**src/hdl/assert_macros.svh**
```systemverilog
// ----------------------------------------------------------------------------
// Assertion macros
// Shared concurrent assertion helpers for the RTL.
// ----------------------------------------------------------------------------
`ifndef ASSERT_MACROS_SVH
`define ASSERT_MACROS_SVH
// Implication checked on every rising clock edge outside reset.
`define ASSERT_IMPL(label, clk, rst_n, ante, cons, msg) \
  label: assert property (@(posedge clk) disable iff (!rst_n) (ante) |-> (cons)) \
    else $error(msg);
// Next-cycle implication checked outside reset.
`define ASSERT_NEXT(label, clk, rst_n, ante, cons, msg) \
  label: assert property (@(posedge clk) disable iff (!rst_n) (ante) |=> (cons)) \
    else $error(msg);
`endif

```
**src/hdl/cipm_ram.sv**
```systemverilog
// ----------------------------------------------------------------------------
// Generic RAM
// Single write port, single read port with registered read data.
// ----------------------------------------------------------------------------
module cipm_ram #(
  parameter int WIDTH = 8,
  parameter int DEPTH = 16
) (
  input  logic                     clk,
  input  logic                     we,
  input  logic [$clog2(DEPTH)-1:0] waddr,
  input  logic [WIDTH-1:0]         wdata,
  input  logic [$clog2(DEPTH)-1:0] raddr,
  output logic [WIDTH-1:0]         rdata
);
  logic [WIDTH-1:0] mem [DEPTH];

  always_ff @(posedge clk) begin
    if (we) begin
      mem[waddr] <= wdata;
    end
    rdata <= mem[raddr];
  end
endmodule

```
**config.mk**
```make
export PLATFORM = sky130hd
export DESIGN_NAME = cipm_ram
export DESIGN_NICKNAME = d
export VERILOG_FILES = /design/src/hdl/assert_macros.svh /design/src/hdl/cipm_ram.sv
export SDC_FILE = /design/constraint.sdc
export NUM_CORES = 1
export LEC_CHECK = 0
export BUFFER_PORTS_ARGS = -buffer_cell sky130_fd_sc_hd__buf_2
export CAP_MARGIN = 0
export CORE_ASPECT_RATIO = 1.5
export CORE_UTILIZATION = 60
export CTS_CLUSTER_DIAMETER = 40
export DETAILED_ROUTE_END_ITERATION = 8
export MAX_ROUTING_LAYER = met4
export PLACE_DENSITY = 0.85
export SYNTH_ARGS = -nofsm -noshare
export SYNTH_HDL_FRONTEND = slang
export SYNTH_SLANG_ARGS = --single-unit
```
**constraint.sdc**
```tcl
create_clock -name clk -period 2.4 [get_ports clk]
set_clock_uncertainty 0.1 [all_clocks]
set_input_delay 0.12 -clock clk [delete_from_list [all_inputs] [get_ports clk]]
set_output_delay 0.12 -clock clk [all_outputs]
set_load 0.05 [all_outputs]
```
# ---- Word level (Yosys, flattened, before mapping)
# Memory sizes are Yosys's and may differ from the RTL's. A register that Yosys moved wholly into a read port is not among the register bits.
# Cells that the tools add are included.
dict set report totals {
  regBits 0
  ramBits 128
  out_inout_bits 8
  wordCells 3
  mem_count 1
}
dict set report classes {
  muxes 2
}
# memory words word_bits rd rd_ports_with_merged_regs wr line
set memory_table {}
lappend memory_table {mem 16 8 1 1 1 cipm_ram.sv:16} ;# logic [WIDTH-1:0] mem [DEPTH];
# op count
set op_table {}
lappend op_table {{1-bit 2-to-1 mux} 2}

# ---- Depth between registers and ports, before layout
dict set report depth {
  word_depth 2
  mapped_depth 5
}

# ---- Worst setup path before layout
# Ideal clock, no wire load.
dict set report synth_timing {
  kind {input port to flip-flop}
  from {in waddr[2]}
  to {mem mem[0][0], enable pin}
  arrival_time_ns 1.230
  setup_slack_ns 0.687
  stages 2
  path_buffers 0
  cell_sequence {or3b_2 -> nor3_1}
}
# element line
set synth_lines {}
lappend synth_lines {{start: declaration} cipm_ram.sv:11} ;# input logic [$clog2(DEPTH)-1:0] waddr,
lappend synth_lines {{end: declaration} cipm_ram.sv:16}
# Straight into the memory's write port.

==> results_dict.tcl <==
set metrics [dict create \
    status "finished, final reports clean" \
    cts_tree "done" \
    dieArea_um2 8960 \
    first_iter_violations 283 \
    synth_edf_count 128 \
    grt_pass1_wl_um 15400 \
    tightest_slew_ns 0.775 \
    ctsHtreeMaxLevel 4 \
    coreArea_um2 8360 \
    wl_per_cell_um 24.8 \
    clockBufferDepth 2 \
    syn_area_um2 5150 \
    antenna_cells 0 \
    fp.dieW_um 77.6 \
    ys_seq_area_share_pct 77.8 \
    gp_congestion 0.846 \
    fin_nets 301 \
    setup_viol 0 \
    required_ns 2.60 \
    cts_sinks 136 \
    synth_area_leader_cell "edfxtp_1" \
    ant_nets 0 \
    critPathCaptureType "register" \
    io_pins 26 \
    worstRegToRegCells 3 \
    drv_slew 0 \
    hold_end "mem[12][3]$_DFFE_PP_" \
    powerDensity_nw_per_um2 929 \
    leakage_nw 2.10 \
    root_buffer "clkbuf_16" \
    viasPerCell 6.32 \
    initial_core_util_pct 61.6 \
    vdd_drop_max_v 0.000635 \
    ys_types 19 \
    slew_headroom_pct 48.2 \
    max_freq_mhz 666 \
    first_global_vias 2618 \
    grt_util_all_layers_pct 26.4 \
    synth.area.top_cells "edfxtp_1 (75%), mux4_2 (7.9%), mux4_1 (7.1%)" \
    cts_buffers 17 \
    r2r_start "mem[1][3]$_DFFE_PP_" \
    whs_path_depth 1 \
    r2r_slack_ns 0.90 \
    tns_ns 0 \
    critPathLaunchType "register" \
    die_y_um 115 \
    row_count 41 \
    clk_pin_slew_worst_paths_ns 0.06 \
    dpl.hpwl_um 5960 \
    r2r-end "rdata[3]$_DFF_P_" \
    hold_ws_ns 0.0202 \
    ys.flop_type "edfxtp_1" \
    antenna_found_initial 0 \
    maxCapViolations 0 \
    grt_max_degree 33 \
    cts_setup_buffers 0 \
    area_growth_pct 18.7 \
    rsz0062_at_grt "false" \
    dr.pass1.iters 6 \
    hold_start "wdata[3]" \
    final_hold_viol_count 0 \
    holdCritPathClass "input port to register" \
    crit_type "register to register" \
    cp_slowest_cell "mux4_1" \
    wirelength_um 10000 \
    synth_most_common_cell "edfxtp_1" \
    port-buffer-count 25 \
    synth-async-reset-ratio_pct 0 \
    syn_avg_cell_area_um2 22.5 \
    critPathArrivalTime_ns 1.70 \
    period_share_pct 62.6 \
    clk_latency_ns 0.42 \
    syn_nets 247 \
    min_period_ns 1.50 \
    yosysWarnings 0 \
    ys_ff_latch 136 \
    cp_top_family "multiplexers" \
    cp_max_fo 1 \
    drc 0 \
    vias 2547 \
    ys_top_cells_by_count "edfxtp_1 (128), mux4_2 (18), a22oi_1 (16), mux4_1 (14), nor2_1 (13)" \
    crit_chain "mux4_1, a22oi_1, nand2_1" \
    crit_path_max_incr_delay_ns 0.55 \
    synthCells 229 \
    crit_buf_inv 0 \
    drive_above_1_share_pct 28.0 \
    overflow 0 \
    yosysTopAreaCellShare_pct 74.7 \
]
cell type report:
cell class                      count  area (µm²)
Clock inverter                     13         183
Tap cell                          107         134
Sequential cell                   136        4000
Fill cell                         437        2250
Clock buffer                       19         433
Timing Repair Buffer               45         300
Multi-Input combinational cell     83        1060
layer usage:
layer / share of wire, % / wire length, µm / global-route usage (%) / up-vias
met1: 38 / 3810 / 31.9 / 1295
met2: 53 / 5250 / 41.6 / 143
li1: - / - / - / 1084
met3: 6.5 / 653 / 7.09 / 25
met4: 2.8 / 278 / 13.2 / 0
met5: 0 / 0 / - / -
per-stage QoR:
step / total power, mW / worst slack (ns) / instance area, µm² / util, % / instances
after global routing: 5.84 / 0.835 / 6110 / 73.1 / 403
after detailed placement: 3.01 / 0.533 / 5450 / 65.1 / 366
after global placement: 3.00 / 0.705 / 5450 / 65.1 / 366
after CTS: 5.71 / 0.876 / 6110 / 73.1 / 403
after floorplan: 2.91 / 0.687 / 5150 / - / 229
final: 5.68 / 0.898 / 6110 / 73.1 / 403
logic make-up after synthesis:
kind of cell           Yosys count  share of synthesized area [%]
DFF                            136                           77.8
and+or+nand+nor                 35                           3.18
buffers and inverters           10                           1.68
AOI/OAI and AO/OA               16                           2.33
muxes                           32                           15.0
power by group:
part	total, mW	switching, mW	internal [mW]
clock network	2.71	0.893	1.81
logic	0.301	0.192	0.108
registers	2.67	0.0148	2.66
total	5.68	1.10	4.58
sequential cells by signal (all words and copies together) (netlist names):
signal and flops:
rdata 8, mem 128
cells in the final DEF (no fill, tap or decap), types with 8 or more instances in the layout:
| cell | n |
|---|---|
| nor2_1 | 13 |
| dfxtp_1 | 8 |
| nand2_1 | 9 |
| a22oi_1 | 16 |
| edfxtp_1 | 128 |
| buf_4 | 14 |
| mux4_2 | 18 |
| mux4_1 | 14 |
| clkbuf_16 | 17 |
| buf_2 | 25 |
repair_timing:
item                                   4_1_cts  5_1_grt
hold buffers                                 5        0
endpoints found under the hold margin       61        0
resized for setup                            0        0
how the worst max path moves through the flow:
stage | endpoint | from | slack (ns) | depth (start not counted)
after floorplan | mem[0][0]$_DFFE_PP_ | waddr[2] | 0.69 | 2
final | rdata[3]$_DFF_P_ | mem[1][3]$_DFFE_PP_ | 0.90 | 3
after global placement | mem[3][2]$_DFFE_PP_ | waddr[2] | 0.70 | 3
after global routing | rdata[3]$_DFF_P_ | mem[2][3]$_DFFE_PP_ | 0.84 | 3
after detailed placement | mem[3][7]$_DFFE_PP_ | waddr[2] | 0.53 | 3
after CTS | rdata[3]$_DFF_P_ | mem[2][3]$_DFFE_PP_ | 0.88 | 3
No activity file was read; power rests on OpenSTA's default activity.
